<file path="src/rtl/core/isa_pkg.sv">
package isa_pkg;

	localparam int CAPACITY_DEFAULT = 16;
	localparam int VALUE_W = 32;

	// Sequencer states, one-hot
	typedef enum logic [6:0] {
		ST_LOAD   = 7'b0000001,
		ST_SIFT   = 7'b0000010,
		ST_RD_L   = 7'b0000100,
		ST_RD_R   = 7'b0001000,
		ST_DECIDE = 7'b0010000,
		ST_SWAP   = 7'b0100000,
		ST_EMIT   = 7'b1000000
	} seq_state_t;

	// Signed greater-than on raw words
	function automatic logic word_gt(input logic [VALUE_W-1:0] a, input logic [VALUE_W-1:0] b);
		word_gt = $signed(a) > $signed(b);
	endfunction

endpackage

</file>
<file path="src/rtl/core/integer_sorter_ascending.sv">
// Heap sorter for sets of signed 32-bit values.
// Input stream (s_axis_*): one value per request, tlast closes the set.
// Loading takes one request per cycle. Values beyond CAPACITY are dropped
// and every result of that set then carries the dropped flag.
// After the closing request the block builds a max-heap in its store and
// extracts it in place through one read and one write port. A sift level
// that swaps steps through read pos, read left, read right, decide and
// write pos, write child; the closing level of a sift ends at decide. Each
// extraction starts with an exchange of root and last entry. The n results
// then stream out ascending on m_axis_*; each is read from the store and
// then registered, and the next read waits until the output register is
// free or its result is taken by the receiver.
// tuser carries dropped, tlast marks the final result of the set.
// While sorting or emitting, s_axis_tready is low; a stalled receiver
// simply holds the current result until m_axis_tready rises.
// Reset (arst_n low) empties the set and drops any pending results; the
// store itself holds no reset value and only written entries are used.
module integer_sorter_ascending
	import isa_pkg::*;
#(
	parameter int CAPACITY = CAPACITY_DEFAULT
) (
	input  logic        clk,
	input  logic        arst_n,
	input  logic        s_axis_tvalid,
	output logic        s_axis_tready,
	input  logic [31:0] s_axis_tdata,  // [31:0] value
	input  logic        s_axis_tlast,  // last
	output logic        m_axis_tvalid,
	input  logic        m_axis_tready,
	output logic [31:0] m_axis_tdata,  // [31:0] sorted_value
	output logic        m_axis_tlast,  // end_of_set
	output logic        m_axis_tuser   // [0] dropped
);

	localparam int AW = $clog2(CAPACITY);
	localparam int CW = $clog2(CAPACITY + 1);
	localparam int PW = AW + 2;

	logic [VALUE_W-1:0] mem [CAPACITY];
	logic [VALUE_W-1:0] rd_q;

	seq_state_t state_q;
	logic [CW-1:0] count_q;
	logic          ovf_q;
	logic [CW-1:0] len_q;    // heap size
	logic [CW-1:0] build_q;  // build-phase roots left
	logic          xchg_q;   // root / last exchange in progress
	logic [PW-1:0] pos_q, big_q;
	logic [VALUE_W-1:0] pos_v_q, big_v_q;
	logic [CW-1:0] emit_q;   // results left

	logic [PW-1:0] lc, rc;
	assign lc = {pos_q[PW-2:0], 1'b1};
	assign rc = {pos_q[PW-2:0], 1'b0} + PW'(2);

	// Set size once the incoming request is counted
	logic [CW-1:0] fill_len;
	assign fill_len = (count_q < CW'(CAPACITY)) ? count_q + 1'b1 : count_q;

	logic          wr_en;
	logic [AW-1:0] wr_addr, rd_addr;
	logic [VALUE_W-1:0] wr_data;
	logic rd_en;

	always_ff @(posedge clk) begin
		if (wr_en) mem[wr_addr] <= wr_data;
		if (rd_en) rd_q <= mem[rd_addr];
	end

	logic acc_in, acc_out;
	assign s_axis_tready = (state_q == ST_LOAD);
	assign acc_in = s_axis_tvalid && s_axis_tready;
	assign acc_out = m_axis_tvalid && m_axis_tready;

	// Right child wins when it lies inside the heap and beats the best so far, outside an exchange
	logic rc_win, need_swap;
	assign rc_win = !xchg_q && (PW'(len_q) > rc) && word_gt(rd_q, big_v_q);
	assign need_swap = xchg_q || rc_win || (big_q != pos_q);

	// DECIDE writes the winner into the pos slot, SWAP writes the old pos
	// value into the winner's slot
	always_comb begin
		wr_en = 1'b0; wr_addr = '0; wr_data = pos_v_q;
		rd_en = 1'b0; rd_addr = '0;
		unique case (state_q)
			ST_LOAD: begin
				wr_en = acc_in && (count_q < CW'(CAPACITY));
				wr_addr = count_q[AW-1:0];
				wr_data = s_axis_tdata;
			end
			ST_SIFT: begin
				rd_en = 1'b1; rd_addr = pos_q[AW-1:0];
			end
			ST_RD_L: begin
				rd_en = 1'b1;
				rd_addr = xchg_q ? big_q[AW-1:0] : lc[AW-1:0];
			end
			ST_RD_R: begin
				rd_en = !xchg_q; rd_addr = rc[AW-1:0];
			end
			ST_DECIDE: begin
				wr_en = need_swap;
				wr_addr = pos_q[AW-1:0];
				wr_data = rc_win ? rd_q : big_v_q;
			end
			ST_SWAP: begin
				wr_en = 1'b1;
				wr_addr = big_q[AW-1:0];
				wr_data = pos_v_q;
			end
			ST_EMIT: begin
				rd_en = 1'b1;
				rd_addr = AW'(len_q - emit_q);
			end
			default: ;
		endcase
	end

	// Output register
	logic [VALUE_W-1:0] out_data_q;
	logic out_valid_q, out_last_q, out_user_q, rd_pend_q;
	assign m_axis_tvalid = out_valid_q;
	assign m_axis_tdata  = out_data_q;
	assign m_axis_tlast  = out_last_q;
	assign m_axis_tuser  = out_user_q;

	always_ff @(posedge clk or negedge arst_n) begin
		if (!arst_n) begin
			state_q <= ST_LOAD;
			count_q <= '0;
			ovf_q <= 1'b0;
			len_q <= '0;
			build_q <= '0;
			xchg_q <= 1'b0;
			pos_q <= '0;
			big_q <= '0;
			pos_v_q <= '0;
			big_v_q <= '0;
			emit_q <= '0;
			out_valid_q <= 1'b0;
			out_data_q <= '0;
			out_last_q <= 1'b0;
			out_user_q <= 1'b0;
			rd_pend_q <= 1'b0;
		end else begin
			unique case (state_q)
				ST_LOAD: begin
					if (acc_in) begin
						if (count_q < CW'(CAPACITY)) count_q <= count_q + 1'b1;
						else ovf_q <= 1'b1;
						if (s_axis_tlast) begin
							// start build: roots from len/2 down to 0
							len_q <= fill_len;
							build_q <= fill_len >> 1;
							pos_q <= PW'(fill_len >> 1);
							xchg_q <= 1'b0;
							state_q <= ST_SIFT;
						end
					end
				end
				ST_SIFT: state_q <= ST_RD_L;
				ST_RD_L: begin
					pos_v_q <= rd_q;
					if (!xchg_q) begin
						big_v_q <= rd_q; big_q <= pos_q;
					end
					state_q <= ST_RD_R;
				end
				ST_RD_R: begin
					if (xchg_q) begin
						big_v_q <= rd_q;
					end else if (PW'(len_q) > lc && word_gt(rd_q, big_v_q)) begin
						big_v_q <= rd_q; big_q <= lc;
					end
					state_q <= ST_DECIDE;
				end
				ST_DECIDE: begin
					if (need_swap) begin
						if (rc_win) big_q <= rc;
						state_q <= ST_SWAP;
					end else begin
						// sift finished
						if (build_q != '0) begin
							build_q <= build_q - 1'b1;
							pos_q <= PW'(build_q - 1'b1);
							state_q <= ST_SIFT;
						end else if (len_q > CW'(1)) begin
							// exchange root and last entry, then sift the root
							xchg_q <= 1'b1;
							len_q <= len_q - 1'b1;
							pos_q <= '0;
							big_q <= PW'(len_q - 1'b1);
							state_q <= ST_SIFT;
						end else begin
							emit_q <= count_q;
							len_q <= count_q;
							state_q <= ST_EMIT;
						end
					end
				end
				ST_SWAP: begin
					// advance down the heap; an exchange restarts at the root
					if (!xchg_q) pos_q <= big_q;
					xchg_q <= 1'b0;
					state_q <= ST_SIFT;
				end
				ST_EMIT: ;
				default: state_q <= ST_LOAD;
			endcase
			if (state_q == ST_EMIT) begin
				if (acc_out) begin
					out_valid_q <= 1'b0;
					if (out_last_q) begin
						state_q <= ST_LOAD; count_q <= '0; ovf_q <= 1'b0;
						rd_pend_q <= 1'b0;
					end
				end
				if (rd_pend_q && (!out_valid_q || acc_out)) begin
					out_valid_q <= 1'b1;
					out_data_q <= rd_q;
					out_last_q <= (emit_q == '0);
					out_user_q <= ovf_q;
					rd_pend_q <= 1'b0;
				end else if (!rd_pend_q && emit_q != '0 && (!out_valid_q || acc_out)) begin
					rd_pend_q <= 1'b1;
					emit_q <= emit_q - 1'b1;
				end
			end
		end
	end

endmodule

</file>
<file path="config.mk">
export PLATFORM = sky130hd
export DESIGN_NAME = integer_sorter_ascending
export DESIGN_NICKNAME = d
export VERILOG_FILES = /design/src/rtl/core/isa_pkg.sv /design/src/rtl/core/integer_sorter_ascending.sv
export SDC_FILE = /design/constraint.sdc
export NUM_CORES = 1
export LEC_CHECK = 0
export BUFFER_PORTS_ARGS = -buffer_cell sky130_fd_sc_hd__buf_2
export CAP_MARGIN = 30
export CORE_ASPECT_RATIO = 0.9
export CORE_UTILIZATION = 39
export CTS_CLUSTER_DIAMETER = 30
export DETAILED_ROUTE_END_ITERATION = 12
export MAX_ROUTING_LAYER = met4
export PLACE_DENSITY = 0.54
export SYNTH_ARGS = -nofsm -noshare
export SYNTH_HDL_FRONTEND = slang
export SYNTH_SLANG_ARGS = --single-unit
</file>
<file path="constraint.sdc">
create_clock -name clk -period 11.7 [get_ports clk]
set_clock_uncertainty 0.1 [all_clocks]
set_input_delay 0.585 -clock clk [delete_from_list [all_inputs] [get_ports clk]]
set_output_delay 0.585 -clock clk [all_outputs]
set_load 0.01 [all_outputs]
</file>
==> summary.md, run 1 <==
| Metric | Value |
|---|---|
| Status | `completed` |
| Hold Path Depth | `3` |
| Yosys top cell by area | `edfxtp_1` |
| Clock Latency Late Sink | `710 ps` |
| CTS Buf Count | `139` |
| CTS tree | `done` |
| Crit path kind | `flop to flop` |
| Hold endpoint | `m_axis_tvalid` |
| Finished Core Util | `0.481` |
| Share of cells above drive strength 1 | `0.193` |
| Sequential area share after synthesis | `0.656` |
| P_leak | `0.0150 uW` |
| Vias in the first global route | `18500` |
| Via/cell ratio | `around 5.4` |
| CP Launch Type | `flop` |
| Global route overflow | `0` |
| Vias | `approximately 18000` |
| DRC errors left | `0` |
| #FFs+latches synth | `685` |
| Most common cell after layout, fill and taps aside | `edfxtp_1` |
| Avg Cell Area, Syn | `14.9 um2` |
| Dpl cell area | `around 32000 um2` |
| Setup WS pre-CTS | `5550 ps` |
| Critical path required time | `12010 ps` |
| Measured slew at the worst slew-check pin | `1130 ps` |
| Slowest-stage cell, CP | `or4b_2` |
| Syn-to-layout area delta | `21.6%` |
| Crit path DAT | `5730 ps` |
| TNS Setup | `0 ps` |
| Post-route ant nets | `0` |
| Pwr per Cell Area | `between 200 and 300 nW/um2` |
| Core Area | `76500 um2` |
| Final HPWL DP | `44000 um` |
| Die Span Y | `266 um` |
| Global-route wire length before repair | `between 100000 and 150000 um` |
| Min-Delay Path Class | `primary input to flop` |
| Asr flop ratio synth | `0.206` |
| NumNets Final | `between 2000 and 2500` |
| Synth top area cells | `edfxtp_1, mux2i_1, dfrtp_1` |
| Final Hold Fails | `0` |
| Worst r2r src | `state_q[3]` |
| CTS clock-pin slew for the worst setup and hold paths | `50 ps` |
| Maximum root-to-sink buffer count | `3` |
| Initial core utilization | `0.396` |
| Initial drt markers | `1282` |
| Detailed Route WL | `between 80000 and 90000 um` |
| Most frequent CP cell | `mux2i_1` |
| Cells after synthesis | `2027` |
| H-tree depth | `4` |
| Design Area, Final | `36800 um2` |
| Min-delay src | `m_axis_tready` |
| VDD IR-drop max | `0.184 mV` |
| Port Buffers | `72` |
| Max Clk Rate | `184 MHz` |
| Fillcell total | `6641` |
| Largest net degree at the start of global routing | `approximately 150` |
| Die Span X | `296 um` |
| Min Hold Slack | `123 ps` |
| Clock sink count | `around 700` |
| Number of synthesis warnings | `0` |
| CP max FO | `48` |
| Ys flop type | `edfxtp_1` |
| Worst reg2reg setup slack | `6280 ps` |
| Slew margin rel. | `0.248` |
| Die ar. | `78800 um2` |
| Final setup vio count | `0` |
| Max Cap Viol | `0` |
| Mapped cell area | `30300 um2` |
| Period utilisation layout | `0.464` |
| Crit end category | `flop` |
| Synth unique cells | `72` |
| Num rows | `96` |
| Slew Viols, Final | `0` |
| Post-layout min period | `between 5000 and 6000 ps` |
| Reg-to-Reg End | `rd_q[18]` |
| Most frequent cells in the layout | `edfxtp_1, mux2i_1, clkbuf_16, dfrtp_1, nand2_1` |
| Unrepaired setup endpoints after global routing | `no` |
| Initial antenna violation count | `3` |
| Clock Root Buffer | `clkbuf_16` |
| Post-Syn Nets | `between 2000 and 2500` |
| DR WL/cell | `approximately 24 um` |
| GRT Resource Usage Total | `0.219` |
| I/O Pins | `73` |
| Post-synth top area share | `0.539` |
| Number of flops mapped to enable cells by yosys | `544` |
| R2R depth | `10` |
| Gpl congestion | `0.858` |
| Cell Chain, Critical Path | `or4_1, or4b_2, nor2_1, a21oi_1, nand2_4, buf_4, buf_4, mux2i_1, mux2i_1, mux2i_1` |
| Setup WS post-layout | `~6300 ps` |
| DR pass1 iterations | `6` |
| Max incr delay on CP | `970 ps` |
==> critical path: cells and delay by family, from the launching register on <==
family	cells	cell delay [ps]
AO/OA/AOI/OAI	1	80
buffers and inverters	2	1660
flip-flops	1	400
multiplexers	3	470
AND/OR/NAND/NOR	4	2350
==> flip-flops by register name (all words and copies together) (netlist names), 5 cells and up <==
register and cells:
len_q 5, state_q 7, emit_q 5, build_q 5
m_axis_tdata 32, mem 512, pos_q 6, big_q 6
count_q 5, rd_q 32, big_v_q 32, pos_v_q 32
==> cell type report <==
class | count | area (um2) | area share
sequential | 685 | 19900 | 0.540
multi-input combinational | 1176 | 9660 | 0.262
clock buffer | 170 | 3750 | 0.102
tap | 1029 | 1290 | 0.0350
clock inverter | 88 | 1020 | 0.0278
timing repair buffer | 148 | 1000 | 0.0272
inverter | 59 | 226 | 0.00615
antenna | 4 | 10.0 | 0.000272
==> kinds of logic after synthesis <==
kind of cell,after synthesis,share of synthesized area
DFF,685,0.656
muxes,568,0.191
and+or+nand+nor,305,0.0473
AOI/OAI and AO/OA,232,0.0497
buffers and inverters,166,0.0293
adders and majority gates,50,0.0209
xor gates and xnor gates,21,0.00607
==> metal layers <==
| metal | track usage | wire, um | vias up |
|---|---|---|---|
| met3 | 0.0406 | 4360 | 136 |
| met4 | 0.0745 | 1860 | 0 |
| met2 | 0.332 | 38000 | 542 |
| met5 | - | 0 | - |
| met1 | 0.296 | 37900 | 9207 |
| li1 | - | - | 8171 |
==> metrics by stage <==
step	std cells	total power (uW)
2_1_floorplan	2027	4790
3_3_place_gp	3091	5480
3_5_place_dp	3094	5540
4_1_cts	3353	9530
5_1_grt	3358	9890
6_report	3359	9470
==> synth_stat cells (all sizes together) (11+ instances only) <==
cell	n
nor2	37
a22oi	34
mux2i	494
nand3	17
buf	69
dfrtp	140
o21ai	62
nor3	61
clkbuf	38
nand2	137
edfxtp	544
ha	49
nand4	15
a21oi	70
xnor2	11
inv	56
mux2	74
o31ai	13
==> how the worst max path moves through the flow <==
stage | start | depth (start not counted) | endpoint
after global routing | state_q[3] | 10 | rd_q[18]
after detailed placement | state_q[0] | 12 | rd_q[3]
after CTS | state_q[0] | 12 | rd_q[0]
after floorplan | rd_q[31] | 11 | mem[15][0]
after global placement | state_q[0] | 12 | rd_q[15]
final | state_q[3] | 10 | rd_q[18]
==> power by group <==
part / total [uW] / switching [uW] / internal (uW)
Combinational: 2040 / 1320 / 721
Sequential: 3470 / 205 / 3270
Clock: 3960 / 1320 / 2640
Total: 9470 / 2850 / 6630
==> repair_timing <==
item                                   CTS  global route
endpoints found under the hold margin   33             0
hold buffers                             1             0
setup buffers                            0             0
resized for setup                        0             0
(Power assumes the default switching activity.)
==> inputs of run 2 (changes only) <==
--- a/config.mk
+++ b/config.mk
@@ -12,7 +12,7 @@
 export CTS_CLUSTER_DIAMETER = 30
 export DETAILED_ROUTE_END_ITERATION = 12
 export MAX_ROUTING_LAYER = met4
-export PLACE_DENSITY = 0.54
+export PLACE_DENSITY = 0.56
 export SYNTH_ARGS = -nofsm -noshare
 export SYNTH_HDL_FRONTEND = slang
 export SYNTH_SLANG_ARGS = --single-unit
==> constraint.sdc (replaced) <==
create_clock -name clk -period 4.6 [get_ports clk]
set_clock_uncertainty 0.1 [all_clocks]
set_input_delay 0.23 -clock clk [delete_from_list [all_inputs] [get_ports clk]]
set_output_delay 0.23 -clock clk [all_outputs]
set_load 0.01 [all_outputs]
==> run 2 against run 1 <==
Effect of this change:
- combinational power increased to 2.9 times the previous value
- count of clock-buffer cells in the layout decreased by 9
- critical path type unchanged
- register-to-register slack got worse by 5800 ps
- cell area increased by 2.6%
- clock power increased to 2.6 times the previous value
- sequential cell count unchanged
- sequential share of layout area decreased by 1.4 points
- first-iteration DRC count increased by 1.7%
- wire length decreased by 2.0%
- die area unchanged
==> summary.md, run 2 (same netlist as run 1, synthesis figures left out) <==
| Metric | Value |
|---|---|
| Status | `completed` |
| Setup crit end | `mem[13][28]` |
| Worst reg2reg setup slack | `490 ps` |
| VDD IR-drop max | `between 0.4 and 0.5 mV` |
| Die ar. | `78800 um2` |
| Crit path from | `rd_q[7]` |
| Reg-to-Reg End | `mem[13][28]` |
| CP Buf/Inv Count | `4` |
| Crit path depth | `13` |
| Period utilisation layout | `0.894` |
| Final Hold Fails | `0` |
| Measured slew at the worst slew-check pin | `a little under 1000 ps` |
| Min-Delay Path Class | `primary input to async pin` |
| I/O Pins | `73` |
| Maximum root-to-sink buffer count | `3` |
| Max Clk Rate | `243 MHz` |
| Most frequent cells in the layout | `edfxtp_1, mux2i_1, clkbuf_16, dfrtp_1, nand2_1` |
| Most flop-heavy register | `mem` |
| Power, Total | `24700 uW` |
| Port Buffers | `72` |
| Initial core utilization | `0.396` |
| DR pass1 iterations | `5` |
| Die Span Y | `266 um` |
| GRT Resource Usage Total | `0.215` |
| Post-route ant nets | `0` |
| NumNets Final | `2375` |
| Worst r2r src | `rd_q[7]` |
| Global route overflow | `0` |
| Crit path kind | `flop to flop` |
| Final HPWL DP | `52700 um` |
| CTS Buf Count | `140` |
| Crit path max-delay family | `compound AO/OA/AOI/OAI gates` |
| Detailed Route WL | `a little over 80000 um` |
| Via/cell ratio | `5.33` |
| Clock sink count | `685` |
| Num rows | `96` |
| Global-route wire length before repair | `121000 um` |
| Most common cell after layout, fill and taps aside | `edfxtp_1` |
| Max incr delay on CP | `610 ps` |
| Die Span X | `296 um` |
| Min Hold Slack | `19.5 ps` |
| Slew margin rel. | `0.347` |
| Gpl congestion | `0.928` |
| Slew Viols, Final | `0` |
| R2R depth | `13` |
| Crit path DAT | `about 4500 ps` |
| CP max FO | `26` |
| CP Launch Type | `flop` |
| DR WL/cell | `23.4 um` |
| Syn-to-layout area delta | `24.7%` |
| Max Cap Viol | `0` |
| Pwr per Cell Area | `654 nW/um2` |
| Largest net degree at the start of global routing | `82` |
| Final setup vio count | `0` |
| Diode count | `0` |
| Share of cells above drive strength 1 | `0.219` |
| Post-layout min period | `approximately 4100 ps` |
| Unrepaired setup endpoints after global routing | `no` |
| DRC errors left | `0` |
| Cell Chain, Critical Path | `ha_1, a21oi_1, o21ai_0, buf_4, a221oi_1, nor3_1, o31ai_2, buf_4, nand2_2, buf_12, a21oi_1, o21ai_0, buf_4` |
| P_leak | `approximately 0.015 uW` |
| Core Area | `76500 um2` |
| Crit end category | `flop` |
| Critical path required time | `4940 ps` |
| Clock Root Buffer | `clkbuf_16` |
| Vias | `18300` |
| Initial drt markers | `1304` |
| Clock Latency Late Sink | `720 ps` |
| Most frequent CP cell | `buf_4` |
| H-tree depth | `4` |
| Slowest-stage cell, CP | `a221oi_1` |
| Dpl cell area | `32800 um2` |
| Design Area, Final | `37800 um2` |
| Number of post-CTS setup repair buffers | `0` |
| CTS clock-pin slew for the worst setup and hold paths | `50 ps` |
| TNS Setup | `0 ps` |
| Max reg flops | `512` |
| CTS tree | `done` |
| Initial antenna violation count | `2` |
| Vias in the first global route | `18700` |
[run 2: changes by cell type in the layout (fill, tap and decap cells not counted), moves of 3 or more]
cell           before  now
clkinvlp_4         16   13
buf_12              1   24
diode_2             4    0
buf_4              71  113
clkinv_4            6   12
clkinv_16           1    4
dlygate4sd3_1       1    9
clkbuf_1           19   12
clkinv_2           21   25
buf_6               1    9
[run 2: worst reg2reg max path, delay by kind of cell, from the launching register on]
kind	cells	cell delay (ps)
buffers and inverters	4	920
flip-flops	1	470
adder cells (fa/ha/maj)	1	380
AND/OR/NAND/NOR	2	450
AO/OA/AOI/OAI	6	1520
[run 2: cell type report]
type / count / area [um2]
clock buffer: 161 / 3690
clock inverter: 97 / 1160
fill: 6508 / 38700
inverter: 59 / 226
multi-input combinational: 1176 / 9660
sequential: 685 / 19900
tap: 1029 / 1290
timing repair buffer: 226 / 1880
[run 2: worst min-delay path by stage]
stage / start / endpoint / slack, ps / cells after the start
after floorplan: arst_n / big_q[0] / -170 / 0
after global placement: arst_n / build_q[4] / 220 / 1
after detailed placement: arst_n / big_q[5] / 230 / 1
after CTS: s_axis_tdata[22] / mem[1][22] / 7 / 4
after global routing: s_axis_tdata[24] / mem[3][24] / 50 / 4
final: arst_n / big_q[5] / 20 / 2
[run 2: metal layers]
| metal | track usage | up-vias | part of all wire | wire (um) |
|---|---|---|---|---|
| met5 | - | - | 0 | 0 |
| met2 | 0.315 | 510 | 0.45 | 36200 |
| met4 | 0.0692 | 0 | 0.020 | 1650 |
| met1 | 0.298 | 9330 | 0.47 | 38200 |
| li1 | - | 8324 | - | - |
| met3 | 0.0457 | 126 | 0.055 | 4400 |
[run 2: power by group]
group	switching [uW]	internal (uW)
clock	3460	6670
combinational	3750	2090
sequential	436	8310
[run 2: timing repair]
action	in CTS	in global routing
hold endpoints to repair	139	0
hold buffers	9	0
gates resized for setup	0	0
[run 2: per-stage QoR]
stage          utilization  worst slack, ps  instances
4_1_cts              0.493              306       3432
5_1_grt              0.494              179       3433
3_3_place_gp         0.428              257       3157
2_1_floorplan            -             -825       2027
3_5_place_dp         0.429              327       3165
6_report             0.494              489       3433
